[src/design/pwrc_pkg.sv]
// Package for the pulse-width remote code decoder.
// Holds field widths, register indexes and the output payload type.
// No dependencies; imported by pwrc_match and pulse_width_remote_code_decoder.
package pwrc_pkg;

  localparam int DUR_W     = 24;  // signed duration field
  localparam int MARK_W    = 23;  // magnitude of a non-negative duration
  localparam int TIME_W    = 16;  // short_time / long_time
  localparam int PCT_W     = 7;   // tolerance_pct
  localparam int ABORT_W   = 4;   // abort_bits
  localparam int CODE_W    = 12;  // emitted code
  localparam int ADDR_W    = 8;   // address part of the code
  localparam int BUTTON_W  = 4;   // button part of the code
  localparam int PCT_SCALE = 100; // percent scale of the tolerance test

  localparam int CFG_ADDR_W = 2;
  localparam int CFG_DATA_W = 16;

  localparam logic [CFG_ADDR_W-1:0] REG_SHORT_TIME    = 2'd0;
  localparam logic [CFG_ADDR_W-1:0] REG_LONG_TIME     = 2'd1;
  localparam logic [CFG_ADDR_W-1:0] REG_TOLERANCE_PCT = 2'd2;
  localparam logic [CFG_ADDR_W-1:0] REG_ABORT_BITS    = 2'd3;

  typedef struct packed {
    logic              found;
    logic [CODE_W-1:0] code;
  } result_t;

endpackage

[src/design/pwrc_match.sv]
// Tolerance window check of one duration magnitude against a nominal time.
// True when |mag - ref| * 100 <= ref * pct. Depends on pwrc_pkg.
module pwrc_match
  import pwrc_pkg::*;
(
  input  logic [DUR_W-1:0]  mag,
  input  logic [TIME_W-1:0] ref_time,
  input  logic [PCT_W-1:0]  pct,
  output logic              hit
);

  localparam int SCALE_W = 7;
  localparam int LHS_W   = DUR_W + SCALE_W;

  logic [DUR_W-1:0]          ref_ext;
  logic [DUR_W-1:0]          diff;
  logic [LHS_W-1:0]          lhs;
  logic [TIME_W+PCT_W-1:0]   rhs;

  assign ref_ext = DUR_W'(ref_time);
  assign diff    = (mag >= ref_ext) ? (mag - ref_ext) : (ref_ext - mag);
  // Constant scale: synthesis builds this from shifts and adds.
  assign lhs     = LHS_W'(diff) * LHS_W'(PCT_SCALE);
  assign rhs     = (TIME_W+PCT_W)'(ref_time) * (TIME_W+PCT_W)'(pct);
  assign hit     = (lhs <= LHS_W'(rhs));

endmodule

[src/design/pulse_width_remote_code_decoder.sv]
// Top level of the pulse-width remote code decoder.
// Depends on pwrc_pkg and pwrc_match (four window checks).
//
// Input stream: one signed duration per item in in_tdata; in_tuser marks
//   the first item of a capture, in_tlast its final item. Durations pair up
//   as mark and gap; short mark + long gap is a 0 bit, long mark + short gap
//   is a 1 bit, first bit most significant.
// Result stream: at most one item per input item. out_tuser is found; a
//   failed capture carries an all-zero out_tdata. Inputs after the end of a
//   capture produce nothing until the next first-of-capture item.
// Configuration: cfg_we writes cfg_wdata to register cfg_addr
//   (0 short_time, 1 long_time, 2 tolerance_pct, 3 abort_bits) at the edge.
// Timing: an accepted item is registered in the input stage, where the
//   pairing state and the window checks resolve it; its result then loads
//   the output register, which drives out_tvalid. One item per cycle is
//   sustained while the receiver does not stall. While the receiver stalls,
//   the output register holds its result; items that make no result still
//   pass, and a result-making item waits in the input stage with in_tready low.
// Reset: synchronous, active low; restores the default timing registers and
//   an empty capture, and clears both stages.
module pulse_width_remote_code_decoder
  import pwrc_pkg::*;
#(
  parameter int CODE_BITS = 12
) (
  input  logic                  clk,
  input  logic                  rst_n,
  // Configuration write port
  input  logic                  cfg_we,
  input  logic [CFG_ADDR_W-1:0] cfg_addr,
  input  logic [CFG_DATA_W-1:0] cfg_wdata,
  // Input stream
  input  logic                  in_tvalid,
  output logic                  in_tready,
  input  logic [DUR_W-1:0]      in_tdata,   // [23:0] duration (signed)
  input  logic                  in_tuser,   // [0] first_of_capture
  input  logic                  in_tlast,   // last_of_capture
  // Result stream
  output logic                  out_tvalid,
  input  logic                  out_tready,
  output logic [23:0]           out_tdata,  // [11:0] code, [19:12] address, [23:20] button
  output logic                  out_tuser   // [0] found
);

  localparam int TW = $clog2(CODE_BITS + 1);
  localparam int CW = (TW > ABORT_W) ? TW : ABORT_W;

  // Configuration registers
  logic [TIME_W-1:0]  short_time_r;
  logic [TIME_W-1:0]  long_time_r;
  logic [PCT_W-1:0]   tolerance_pct_r;
  logic [ABORT_W-1:0] abort_bits_r;

  always_ff @(posedge clk) begin
    if (!rst_n) begin
      short_time_r    <= TIME_W'(430);
      long_time_r     <= TIME_W'(870);
      tolerance_pct_r <= PCT_W'(40);
      abort_bits_r    <= ABORT_W'(8);
    end else if (cfg_we) begin
      unique case (cfg_addr)
        REG_SHORT_TIME:    short_time_r    <= cfg_wdata;
        REG_LONG_TIME:     long_time_r     <= cfg_wdata;
        REG_TOLERANCE_PCT: tolerance_pct_r <= cfg_wdata[PCT_W-1:0];
        REG_ABORT_BITS:    abort_bits_r    <= cfg_wdata[ABORT_W-1:0];
        default: ;
      endcase
    end
  end

  // Input stage
  logic             s1_v_r;
  logic [DUR_W-1:0] s1_dur_r;
  logic             s1_first_r;
  logic             s1_last_r;
  logic             s1_emit;
  logic             s1_adv;

  // Capture state
  logic                 awaiting_gap_r, awaiting_gap_nxt;
  logic [MARK_W-1:0]    held_mark_r, held_mark_nxt;
  logic [CODE_BITS-1:0] bit_shift_r, bit_shift_nxt;
  logic [TW-1:0]        bit_tally_r, bit_tally_nxt;
  logic                 at_start_r, at_start_nxt;
  logic                 finished_r, finished_nxt;
  result_t              res_nxt;

  // Output register
  logic    out_v_r;
  result_t out_r;

  assign s1_adv    = s1_v_r && (!s1_emit || !out_v_r || out_tready);
  assign in_tready = !s1_v_r || s1_adv;

  always_ff @(posedge clk) begin
    if (!rst_n) begin
      s1_v_r <= 1'b0;
    end else if (in_tvalid && in_tready) begin
      s1_v_r <= 1'b1;
    end else if (s1_adv) begin
      s1_v_r <= 1'b0;
    end
  end

  always_ff @(posedge clk) begin
    if (in_tvalid && in_tready) begin
      s1_dur_r   <= in_tdata;
      s1_first_r <= in_tuser;
      s1_last_r  <= in_tlast;
    end
  end

  // Window checks: held mark and current gap against both nominal times
  logic [DUR_W-1:0] mark_mag;
  logic [DUR_W-1:0] gap_mag;
  logic             dur_neg;
  logic             mark_short, mark_long, gap_short, gap_long;

  assign dur_neg  = s1_dur_r[DUR_W-1];
  assign mark_mag = DUR_W'(held_mark_r);
  assign gap_mag  = dur_neg ? (~s1_dur_r + DUR_W'(1)) : s1_dur_r;

  pwrc_match u_mark_short (.mag(mark_mag), .ref_time(short_time_r),
                           .pct(tolerance_pct_r), .hit(mark_short));
  pwrc_match u_mark_long  (.mag(mark_mag), .ref_time(long_time_r),
                           .pct(tolerance_pct_r), .hit(mark_long));
  pwrc_match u_gap_short  (.mag(gap_mag), .ref_time(short_time_r),
                           .pct(tolerance_pct_r), .hit(gap_short));
  pwrc_match u_gap_long   (.mag(gap_mag), .ref_time(long_time_r),
                           .pct(tolerance_pct_r), .hit(gap_long));

  logic                  is_zero, is_one;
  logic [CODE_BITS-1:0]  shift_in;
  logic [TW-1:0]         tally_in;
  logic [TW-1:0]         tally_inc;
  logic [CODE_BITS+CODE_W-1:0] shift_ext;

  assign is_zero = mark_short && gap_long;   // 0 pattern wins when both match
  assign is_one  = mark_long && gap_short;

  // Pairing step for the item in the input stage
  always_comb begin
    // A first-of-capture item clears the capture before it is handled
    awaiting_gap_nxt = s1_first_r ? 1'b0 : awaiting_gap_r;
    held_mark_nxt    = held_mark_r;
    shift_in         = s1_first_r ? '0 : bit_shift_r;
    tally_in         = s1_first_r ? '0 : bit_tally_r;
    at_start_nxt     = s1_first_r ? 1'b1 : at_start_r;
    finished_nxt     = s1_first_r ? 1'b0 : finished_r;
    bit_shift_nxt    = shift_in;
    bit_tally_nxt    = tally_in;
    tally_inc        = tally_in + TW'(1);
    s1_emit          = 1'b0;
    res_nxt.found    = 1'b0;
    res_nxt.code     = '0;
    shift_ext        = '0;

    if (!finished_nxt) begin
      at_start_nxt = 1'b0;
      if (!awaiting_gap_nxt) begin
        if (dur_neg) begin
          // Drop a low level at the start; anywhere else it fails the capture
          if (!(s1_first_r || at_start_r)) begin
            s1_emit = 1'b1;
          end
        end else begin
          held_mark_nxt    = s1_dur_r[MARK_W-1:0];
          awaiting_gap_nxt = 1'b1;
        end
      end else begin
        awaiting_gap_nxt = 1'b0;
        if (!is_zero && !is_one) begin
          if (CW'(tally_in) >= CW'(abort_bits_r)) begin
            s1_emit = 1'b1;
          end else begin
            bit_shift_nxt = '0;
            bit_tally_nxt = '0;
          end
        end else begin
          bit_shift_nxt = {shift_in[CODE_BITS-2:0], is_one && !is_zero};
          bit_tally_nxt = tally_inc;
          if (tally_inc >= TW'(CODE_BITS)) begin
            s1_emit       = 1'b1;
            res_nxt.found = 1'b1;
            shift_ext     = (CODE_BITS+CODE_W)'(bit_shift_nxt);
            res_nxt.code  = shift_ext[CODE_W-1:0];
          end
        end
      end
      // Capture ended without a code
      if (!s1_emit && s1_last_r) begin
        s1_emit = 1'b1;
      end
      if (s1_emit) begin
        finished_nxt = 1'b1;
      end
    end
  end

  always_ff @(posedge clk) begin
    if (!rst_n) begin
      awaiting_gap_r <= 1'b0;
      held_mark_r    <= '0;
      bit_shift_r    <= '0;
      bit_tally_r    <= '0;
      at_start_r     <= 1'b1;
      finished_r     <= 1'b0;
    end else if (s1_adv) begin
      awaiting_gap_r <= awaiting_gap_nxt;
      held_mark_r    <= held_mark_nxt;
      bit_shift_r    <= bit_shift_nxt;
      bit_tally_r    <= bit_tally_nxt;
      at_start_r     <= at_start_nxt;
      finished_r     <= finished_nxt;
    end
  end

  // Output register: load a result, hold it while stalled
  always_ff @(posedge clk) begin
    if (!rst_n) begin
      out_v_r <= 1'b0;
    end else if (s1_adv && s1_emit) begin
      out_v_r <= 1'b1;
    end else if (out_tready) begin
      out_v_r <= 1'b0;
    end
  end

  always_ff @(posedge clk) begin
    if (s1_adv && s1_emit) begin
      out_r <= res_nxt;
    end
  end

  assign out_tvalid = out_v_r;
  assign out_tuser  = out_r.found;
  assign out_tdata  = {out_r.code[BUTTON_W-1:0],
                       out_r.code[CODE_W-1:BUTTON_W],
                       out_r.code};

  // Checks on the decoder's own logic
  a_fail_zero: assert property (@(posedge clk) disable iff (!rst_n)
    out_tvalid && !out_tuser |-> out_tdata == '0)
    else $error("failed capture carries nonzero payload");

  a_quiet_item_flows: assert property (@(posedge clk) disable iff (!rst_n)
    s1_v_r && !s1_emit |-> s1_adv)
    else $error("item without result blocked in input stage");

  a_emit_finishes: assert property (@(posedge clk) disable iff (!rst_n)
    s1_adv && s1_emit |=> finished_r && out_v_r)
    else $error("emitted result did not end the capture");

  a_tally_bound: assert property (@(posedge clk) disable iff (!rst_n)
    bit_tally_r <= TW'(CODE_BITS))
    else $error("bit tally beyond code length");

endmodule

[config.mk]
export PLATFORM = sky130hd
export DESIGN_NAME = pulse_width_remote_code_decoder
export DESIGN_NICKNAME = d
export VERILOG_FILES = /design/src/design/pwrc_pkg.sv /design/src/design/pwrc_match.sv /design/src/design/pulse_width_remote_code_decoder.sv
export SDC_FILE = /design/constraint.sdc
export NUM_CORES = 2
export LEC_CHECK = 0
export CORE_ASPECT_RATIO = 1.75
export CORE_MARGIN = 4
export CORE_UTILIZATION = 30
export CTS_CLUSTER_DIAMETER = 60
export DETAILED_ROUTE_END_ITERATION = 8
export DONT_BUFFER_PORTS = 1
export GPL_TIMING_DRIVEN = 0
export PLACE_DENSITY = 0.49
export REMOVE_ABC_BUFFERS = 1
export SLEW_MARGIN = 20
export SYNTH_ARGS = -nofsm -noshare
export SYNTH_HDL_FRONTEND = slang
export SYNTH_HIERARCHICAL = 1
export SYNTH_SLANG_ARGS = --single-unit
[constraint.sdc]
create_clock -name clk -period 14.4 [get_ports clk]
set_clock_uncertainty 0.15 [all_clocks]
set_input_delay 2.88 -clock clk [delete_from_list [all_inputs] [get_ports clk]]
set_output_delay 2.88 -clock clk [all_outputs]
set_load 0.01 [all_outputs]
==> flow_summary.ini <==
[hold_path]
worstHoldStart = at_start_r$_SDFFE_PN1P_
hold_depth = 2
whs_endpoint = at_start_r$_SDFFE_PN1P_
min_path_type = reg -> reg

[setup_path]
path_buf_inv = 5
slowest_stage = or4_4
slowest_delay_ps = 590
crit_top_cell = ha_1
crit_required_ps = 11370
cp_data_arrival_time_ps = 10870
r2r_cells = 41
startpoint_type = register
worstSetupPathType = reg -> out
rrSetupSlack_ps = 2890
r2r_end = out_tdata[1]$_SDFFCE_PP0P_
critical_path_peak_fanout = 8
rr_startpoint = s1_dur_r[3]$_DFFE_PP_
path_delay_family = simple AND/OR/NAND/NOR gates
critPathCaptureType = output port

[synth]
synth-seq-cells = 125
async_flop_share_pct = 0
synth.distinct_cells = 116
synthTopCellsByArea = ha_1 (22%), fa_1 (19%), inv_1 (7.2%), nand2_1 (5.9%), dfxtp_1 (4.5%)
synth_area_sq_um = 38180
synth_cells = 4731
synth.avg_cell_area_sq_um = 8.070
synth_top_area_share_pct = 22.32
seq_area_frac_synth_pct = 7.577
synth_flop_cell = dfxtp_1
ys_warn_count = 6
synth_edf_count = 39
synth_top_area_cell = ha_1

[sta]
hold_viol = 0
setup-tns-final_ps = 0
period_share_pct = 96.53
drv_slew = 0
setup_viol = 0
fmax_mhz = 71.94
worstMarginPinSlew_ps = 1156
period_minus_slack_ps = 13900
slew_headroom_pct = 22.86
setup_slack_ps = 500.4

[routing]
viasPerCell = 5.132
vias = 32505
drtAntennaViolNets = 0
routed_wl_microns = 115600
drcViolationCount = 0
dr.first_iter.drc_count = 1295
drt_first_pass_iters = 5
routedWlPerCell_microns = 18.25

[clock_network]
clockBufferDepth = 2
clock_sinks = 125
h-tree-depth = 4
numCtsBuffers = 17
path_clk_slew_ps = 70
clk_latency_ps = 450
cts_root_buf = clkbuf_16
hold_buffers = 0
cts_tree = built

[status]
status = complete, no violations

[cells_and_area]
fin_area_sq_um = 41640
antenna_cells = 0
nFillCells = 13398
syn_to_final_growth_pct = 9.051
drive_gt1_share_pct = 6.494
final_util_pct = 33.07
layout.nets = 5758

[power]
internal-power_mw = 4.202
p_per_area_nw_per_um2 = 222.9
p_comb_share_pct = 90.4
p_total_mw = 9.282
seq_power_share_pct = 4.7
switching_power_mw = 5.079
clockPowerShare_pct = 4.9
p_leak_nw = 20.52
sw_frac_of_total_pct = 54.73
ir_drop_mv = 0.1585

[global_route]
overflow = 0
antenna_found_initial = 4
track_usage_pct = 16.87
grt_max_degree = 66
grt_pass1_vias = 33582
grt_pass1_wl_microns = 180600

[die]
die_h_microns = 479.9
fp.dieW_microns = 277.7
start_util_pct = 30.33
core_area_sq_um = 125900
die-area_sq_um = 133300
num_io_pins = 76
num_rows = 172

[placed_design]
hpwl_microns = 92570
place_area_sq_um = 39910
dpl_worst_slack_ps = -937.7
io_buffers = 0
routabilityCongestion = 0.8614

[run]
max_cap_violations = 0
-- worst reg2reg max path, delay by kind of cell (launching register included) --
| kind | cells | cell delay [ps] |
|---|---|---|
| and+or+nand+nor | 16 | 4200 |
| AOI/OAI and AO/OA | 12 | 2950 |
| DFF | 1 | 480 |
| buffers and inverters | 4 | 560 |
| xor gates and xnor gates | 3 | 620 |
| adders and majority gates | 6 | 2200 |
-- cell families after synthesis --
family,Yosys count,synth area share [%]
other cells,1,0.009822
fa+ha+maj,1041,41.19
buf+inv,890,9.104
flops,125,7.577
simple gates,1391,17.63
compound gates,966,16.98
xor+xnor,275,6.308
mux,42,1.199
-- sequential cells by signal (all words and copies together) (netlist names) --
register	cells
abort_bits_r	4
bit_shift_r	11
at_start_r	1
awaiting_gap_r	1
tolerance_pct_r	7
s1_dur_r	24
s1_first_r	1
long_time_r	16
out_tdata	12
out_tvalid	1
s1_last_r	1
s1_v_r	1
held_mark_r	23
finished_r	1
short_time_r	16
out_tuser	1
bit_tally_r	4
-- metrics by stage --
step / std cells / hold slack (ps)
detailed placement: 6250 / 286.4
finish: 6334 / 293.3
CTS: 6297 / 296.7
global placement: 6235 / 282.5
global route: 6334 / 333.2
floorplan: 4582 / 272.2
-- synthesized netlist by cell type, drive strengths merged, types with 30 or more instances --
cell type,instances
dfxtp,86
clkbuf,111
and2,148
a31oi,36
a21oi,304
mux2i,37
nand2,597
inv,737
xor2,110
a21o,125
o21a,41
xnor2,165
nor4,30
nor3,59
nand4,43
o21bai,32
nor2,203
buf,42
o21ai,174
nand3,83
ha,681
nand2b,43
and3,41
a211oi,33
fa,360
edfxtp,39
nor2b,48
-- power by group through the flow --
| stage | logic [mW] | clock network, mW | registers [mW] |
|---|---|---|---|
| after global placement | 8.02 | 0 | 0.455 |
| after CTS | 8.30 | 0.463 | 0.439 |
| after detailed placement | 8.15 | 0 | 0.448 |
| final | 8.39 | 0.454 | 0.438 |
| after global routing | 9.61 | 0.482 | 0.440 |
| after floorplan | 6.29 | 0 | 0.411 |
-- layout by cell type, fill, tap and decap left out, drive strengths merged, types with 63 or more instances in the layout --
cell     n
inv    744
ha     681
nand2  597
fa     360
a21oi  304
nor2   203
o21ai  174
xnor2  165
and2   148
a21o   125
xor2   110
nand3   86
dfxtp   86
buf     63
-- layer usage --
metal | vias to the layer above | wire [microns] | GRT usage (%)
li1 | 15802 | - | -
met1 | 15888 | 43730 | 17.72
met5 | - | 33 | 0
met3 | 218 | 3486 | 1.947
met4 | 4 | 5686 | 6.750
met2 | 593 | 62660 | 33.68
-- layout make-up --
cell class	instances	area (sq um)	area share [%]
Multi-Input combinational cell	3724	32610	78.32
Sequential cell	125	2954	7.095
Inverter	737	2770	6.653
Tap cell	1653	2068	4.967
Timing Repair Buffer	63	630.6	1.515
Clock buffer	20	489.2	1.175
Clock inverter	12	112.6	0.2705
-- repair_timing --
item	in CTS	in global routing
hold endpoints to repair	0	0
resized for setup	37	86
buffers inserted	13	35
pin swaps	6	28
endpoints found under the setup margin	1	1
gates cloned	2	2
-- worst max-delay path by stage --
stage | start | slack [ps] | end | depth (start not counted)
CTS | s1_dur_r[3]$_DFFE_PP_ | 6 | in_tready | 45
global placement | s1_dur_r[3]$_DFFE_PP_ | -3210 | in_tready | 43
global route | s1_dur_r[3]$_DFFE_PP_ | -40 | in_tready | 46
detailed placement | s1_dur_r[3]$_DFFE_PP_ | -940 | in_tready | 40
finish | s1_dur_r[3]$_DFFE_PP_ | 500 | in_tready | 42
floorplan | s1_dur_r[2]$_DFFE_PP_ | 1390 | in_tready | 44
No activity file was read; power rests on OpenSTA's default activity.
